--- src/hw/rtl/tyarr_pkg.sv ---
package tyarr_pkg;

  // Register indexes of the configuration port.
  typedef enum logic [1:0] {
    REG_TILT_GAIN = 2'd0,
    REG_YAW_GAIN  = 2'd1
  } cfg_reg_e;

  localparam logic [15:0] TILT_GAIN_RST = 16'd24576;
  localparam logic [15:0] YAW_GAIN_RST  = 16'd12288;

  // CORDIC geometry: angles in units of 2^-30 rad.
  localparam int CORDIC_STEPS = 32;
  localparam int CORDIC_LAT   = CORDIC_STEPS + 2;
  localparam int CORDIC_W     = 36;
  localparam int ANG_W        = 34;

  // Divider: 32 quotient bits, one per stage.
  localparam int DIV_LAT = 32;

  // Square root: 31 result bits, one per stage.
  localparam int SQRT_STEPS = 31;

  // atan(2^-i) in units of 2^-30 rad.
  localparam logic [31:0] ATAN_TAB [CORDIC_STEPS] = '{
    32'd843314856, 32'd497837829, 32'd263043836, 32'd133525158, 32'd67021686,
    32'd33543515, 32'd16777898, 32'd8388437, 32'd4194282, 32'd2097149,
    32'd1048575, 32'd524287, 32'd262143, 32'd131071, 32'd65535, 32'd32767,
    32'd16383, 32'd8191, 32'd4095, 32'd2047, 32'd1023, 32'd511, 32'd255,
    32'd127, 32'd63, 32'd31, 32'd15, 32'd8, 32'd4, 32'd2, 32'd1, 32'd0
  };

  // Index of the highest set bit; zero for a zero word.
  function automatic logic [5:0] msb64(input logic [63:0] v);
    logic [5:0] r;
    r = '0;
    for (int i = 0; i < 64; i++) begin
      if (v[i]) begin
        r = 6'(i);
      end
    end
    return r;
  endfunction

endpackage

--- src/hw/rtl/tyarr_div.sv ---
module tyarr_div (
  input  logic        clk_i,
  input  logic        en_i,
  input  logic [62:0] num_i,
  input  logic [30:0] den_i,
  output logic [31:0] quo_o
);
  import tyarr_pkg::*;

  logic [30:0] rem_q [DIV_LAT];
  logic [31:0] lo_q  [DIV_LAT];
  logic [30:0] den_q [DIV_LAT];
  logic [31:0] quo_q [DIV_LAT];

  // Restoring division; the quotient is known to fit in 32 bits, so the
  // upper half of the numerator is already a valid partial remainder.
  for (genvar j = 0; j < DIV_LAT; j++) begin : g_step
    logic [30:0] rp;
    logic [31:0] lp;
    logic [30:0] dp;
    logic [31:0] qp;
    logic [31:0] r2;
    logic        ge;

    if (j == 0) begin : g_first
      assign rp = num_i[62:32];
      assign lp = num_i[31:0];
      assign dp = den_i;
      assign qp = '0;
    end else begin : g_next
      assign rp = rem_q[j-1];
      assign lp = lo_q[j-1];
      assign dp = den_q[j-1];
      assign qp = quo_q[j-1];
    end

    assign r2 = {rp, lp[DIV_LAT-1-j]};
    assign ge = (r2 >= {1'b0, dp});

    always_ff @(posedge clk_i) begin
      if (en_i) begin
        rem_q[j] <= ge ? 31'(r2 - {1'b0, dp}) : r2[30:0];
        lo_q[j]  <= lp;
        den_q[j] <= dp;
        quo_q[j] <= {qp[30:0], ge};
      end
    end
  end

  assign quo_o = quo_q[DIV_LAT-1];

endmodule
--- config.mk ---
export PLATFORM = sky130hd
export DESIGN_NAME = tyarr_div
export DESIGN_NICKNAME = d
export VERILOG_FILES = /design/src/hw/rtl/tyarr_pkg.sv /design/src/hw/rtl/tyarr_div.sv
export SDC_FILE = /design/constraint.sdc
export NUM_CORES = 2
export LEC_CHECK = 0
export BUFFER_PORTS_ARGS = -buffer_cell sky130_fd_sc_hd__buf_2
export CORE_UTILIZATION = 55
export CTS_CLUSTER_SIZE = 40
export DETAILED_ROUTE_END_ITERATION = 7
export PLACE_DENSITY = 0.67
export RECOVER_POWER = 100
export SETUP_SLACK_MARGIN = 0.4
export SLEW_MARGIN = 20
export SYNTH_ARGS = -nofsm -noshare
export SYNTH_HDL_FRONTEND = slang
export SYNTH_SLANG_ARGS = --single-unit
--- constraint.sdc ---
create_clock -name clk_i -period 5.4 [get_ports clk_i]
set_clock_uncertainty 0.1 [all_clocks]
set_input_delay 1.08 -clock clk_i [delete_from_list [all_inputs] [get_ports clk_i]]
set_output_delay 1.08 -clock clk_i [all_outputs]
set_load 0.03 [all_outputs]
==> results.md <==
- Status: finished with violations
- Failing checks: capacitance limit, slew limit
- DRT Pass-1 Iters: 6
- Crit path max fanout: 37
- Synth Cell Area: roughly 150000 um2
- Most frequent cells in the layout: 2946 x edfxtp_1, 1278 x inv_1, 992 x ha_1
- Critical path data required time: 5.95 ns
- Initial Utilization: 0.5540
- First-pass GRT wire length: 522300 um
- Final WS setup: 0.4070 ns
- Synthesis-stage register bit count: slightly below 3000
- Clock Power Share: 0.212
- M3 GR Usage: 0.02792
- Via count: 94272
- Grt met2 use: 0.3806
- Final Cycle Share: 0.9246
- Commonest non-fill, non-tap cell in the layout: edfxtp_1
- Detailed Route Iter0 Violations: around 7500
- Post-CTS Setup Inserts: 0
- Comb power frac: 0.423
- Setup tns final: 0 ns
- Post-synth top area share: 0.5888
- Main area contributors after synthesis: edfxtp_1 59%, ha_1 8.3%, inv_1 3.2%
- Clk root buf: clkbuf_16
- Grt met1 use: 0.3445
- Fin crit period: about 5 ns
- Post-Syn Instances: ~12000
- DP HPWL: between 200000 and 250000 um
- Die Width: 524.7 um
- Primary FF master, synth: edfxtp_1
- Number of port buffers: approximately 130
- Global route hottest layer: met2
- P per Cell Area: a little over 600 nW/um2
- Hold_buf cts: 0
- Worst skew pair latency: between 0.9 and 1 ns
- Sw frac: 0.3657
- F_max: roughly 200 MHz
- Worst slew margin: -1.643
- Worst slew pin tran: between 3 and 4 ns
- Total track usage: 0.2403
- Warnings from Yosys: 0
- Max-slew violation count: 2369
- Vias per cell: 5.772
- Largest net degree at the start of global routing: 162
- Synth async-reset ratio: 0
- Die height: ~520 um
- Clock tree buffer depth: 4
- Io pins: approximately 130
- Design area: approximately 170000 um2
- Place WS: 0.7780 ns
- P_sw: 36.98 mW
- Area leader, netlist: edfxtp_1
- Hold Violations, Final: 0
- Flop pwr share: 0.365
- Row cnt: 191
- Total CTS buffers: around 310
- Core outline area: approximately 270000 um2
- Setup crit end kind: register
- Fill cells: about 21000
- Number of global-route vias before repair: slightly above 90000
- Total die area: roughly 280000 um2
- Worst vdd ir: approximately 0.32 mV
- Syn_area_per_cell: between 10 and 15 um2
- Placer Congestion: around 0.92
- Syn_nets: between 10000 and 15000
- Area growth syn-to-layout: 10.06%
- RSZ-0062 raised after global routing: no
- Share of cells above drive strength 1: 0.07987
- Initial antenna violation count: 10
- Unique masters post-synth: between 80 and 90
- Sequential area share after synthesis: 0.5888
- Post-CTS sizing: 0
- Max Cap Violations: 33
- Clk slew on worst S/H paths: 0.06 ns
- P_leak: approximately 67 nW
- H-tree lvl count: 5
- Final nets: 13629
- Total Routed Length: between 300000 and 400000 um
- # setup viols final: 0
- CP arrival: about 5.5 ns
- Post-route DRC: 0
- Power Internal: approximately 64 mW
- Total gr overflow: 0
- Startpoint types: register
- Placed Area: 155900 um2
- Number of synthesized flops with an enable pin: approximately 2900
- Type of the most critical hold path: in2reg
- CTS tree: yes
- Post-DRT Antenna Nets: 0
- CP Class: reg2reg
- Wire per inst: around 21 um
- Clk sinks: just under 3000
flip-flops by register name, indices dropped and copies added, names as in the netlist:
| name | cells |
|---|---|
| lo_q | 496 |
| quo_q | 528 |
| rem_q | 961 |
| den_q | 961 |
power by group through the flow:
stage | Sequential, mW | Combinational [mW] | Clock (mW)
after floorplan | 35.0 | 33.3 | 0
after global placement | 37.2 | 42.0 | 0
after detailed placement | 37.1 | 42.8 | 0
after CTS | 36.8 | 43.2 | 21.9
after global routing | 37.3 | 47.6 | 22.8
final | 36.9 | 42.8 | 21.4
synth_stat cells, types with 25 or more instances:
library cell and instances:
edfxtp_1 2946, inv_1 1278, ha_1 992, a21oi_1 936
nand2_1 726, o21ai_0 668, nor2_1 636, a21o_1 524
xnor2_1 516, mux2_2 407, xor2_1 290, clkbuf_1 200
nand4_1 159, nor2b_1 150, nand3_1 146, nand2b_1 125
o21bai_1 118, o21a_1 115, a31oi_1 114, nor3_1 110
a211oi_1 86, and3_1 80, o31ai_1 66, a21boi_0 54
o211ai_1 46, a211o_1 42, and2_1 42, mux2i_1 38
or3_1 38, fa_1 31, and4_1 26, mux2_4 26
nor4_1 26, or2_2 26, buf_2 25, nor3b_1 25
routing by layer:
metal,vias to the layer above,share of wire
met4,4,0.035
met3,656,0.050
met5,-,0.000065
li1,45560,-
met1,45632,0.46
met2,2420,0.45
through the flow:
stage	util	std cells	total power [mW]	hold WS [ns]
after floorplan	-	12194	68.24	0.3003
after global placement	0.5747	15764	79.21	0.3002
after detailed placement	0.5747	15764	79.90	0.3045
after CTS	0.6127	16328	101.9	0.1469
after global routing	0.6097	16329	107.7	0.1711
final	0.6097	16333	101.1	0.2227
worst max-delay path, stage by stage (launching register included):
cell,delay (ns)
edfxtp_1,0.39
ha_1,0.38
a21oi_1,0.25
o21bai_1,0.10
a21oi_1,0.29
o21a_1,0.15
o21ai_0,0.13
a2111oi_0,1.15
o41ai_1,0.40
o21ai_4,0.31
clkbuf_2,0.63
mux2_2,0.41
logic make-up (layout without fill, tap and decap cells):
logic type | count (synthesis) | in the layout | share of synthesized area
and+or+nand+nor | 2376 | 2376 | 0.07579
buffers and inverters | 1524 | 2088 | 0.03843
xor gates and xnor gates | 806 | 806 | 0.04698
other | 0 | 5 | 0
muxes | 480 | 480 | 0.03631
adders and majority gates | 1023 | 1023 | 0.08673
AOI/OAI and AO/OA | 3039 | 3039 | 0.1270
DFF | 2946 | 2946 | 0.5888
worst paths after layout:
path                               startpoint       endpoint  slack (ns)  cells after the start
worst max-delay path            rem_q[0][233]  rem_q[0][252]        0.41                     11
worst min-delay path                num_i[19]    lo_q[0][19]        0.22                      1
worst max register to register  rem_q[0][233]  rem_q[0][252]        0.41                     11
worst min register to register  quo_q[0][426]  quo_q[0][459]        0.30                      0
layout make-up:
cell class / count / area [um2] / share of cell area
antenna: 5 / 12.51 / 0.00007566
clock inverter: 199 / 2258 / 0.01366
inverter: 1278 / 4797 / 0.02901
tap: 3570 / 4467 / 0.02701
multi-input combinational: 7724 / 56070 / 0.3391
timing repair buffer: 246 / 1234 / 0.007460
sequential: 2946 / 88460 / 0.5349
clock buffer: 365 / 8070 / 0.04880
No activity file was read; power rests on OpenSTA's default activity.
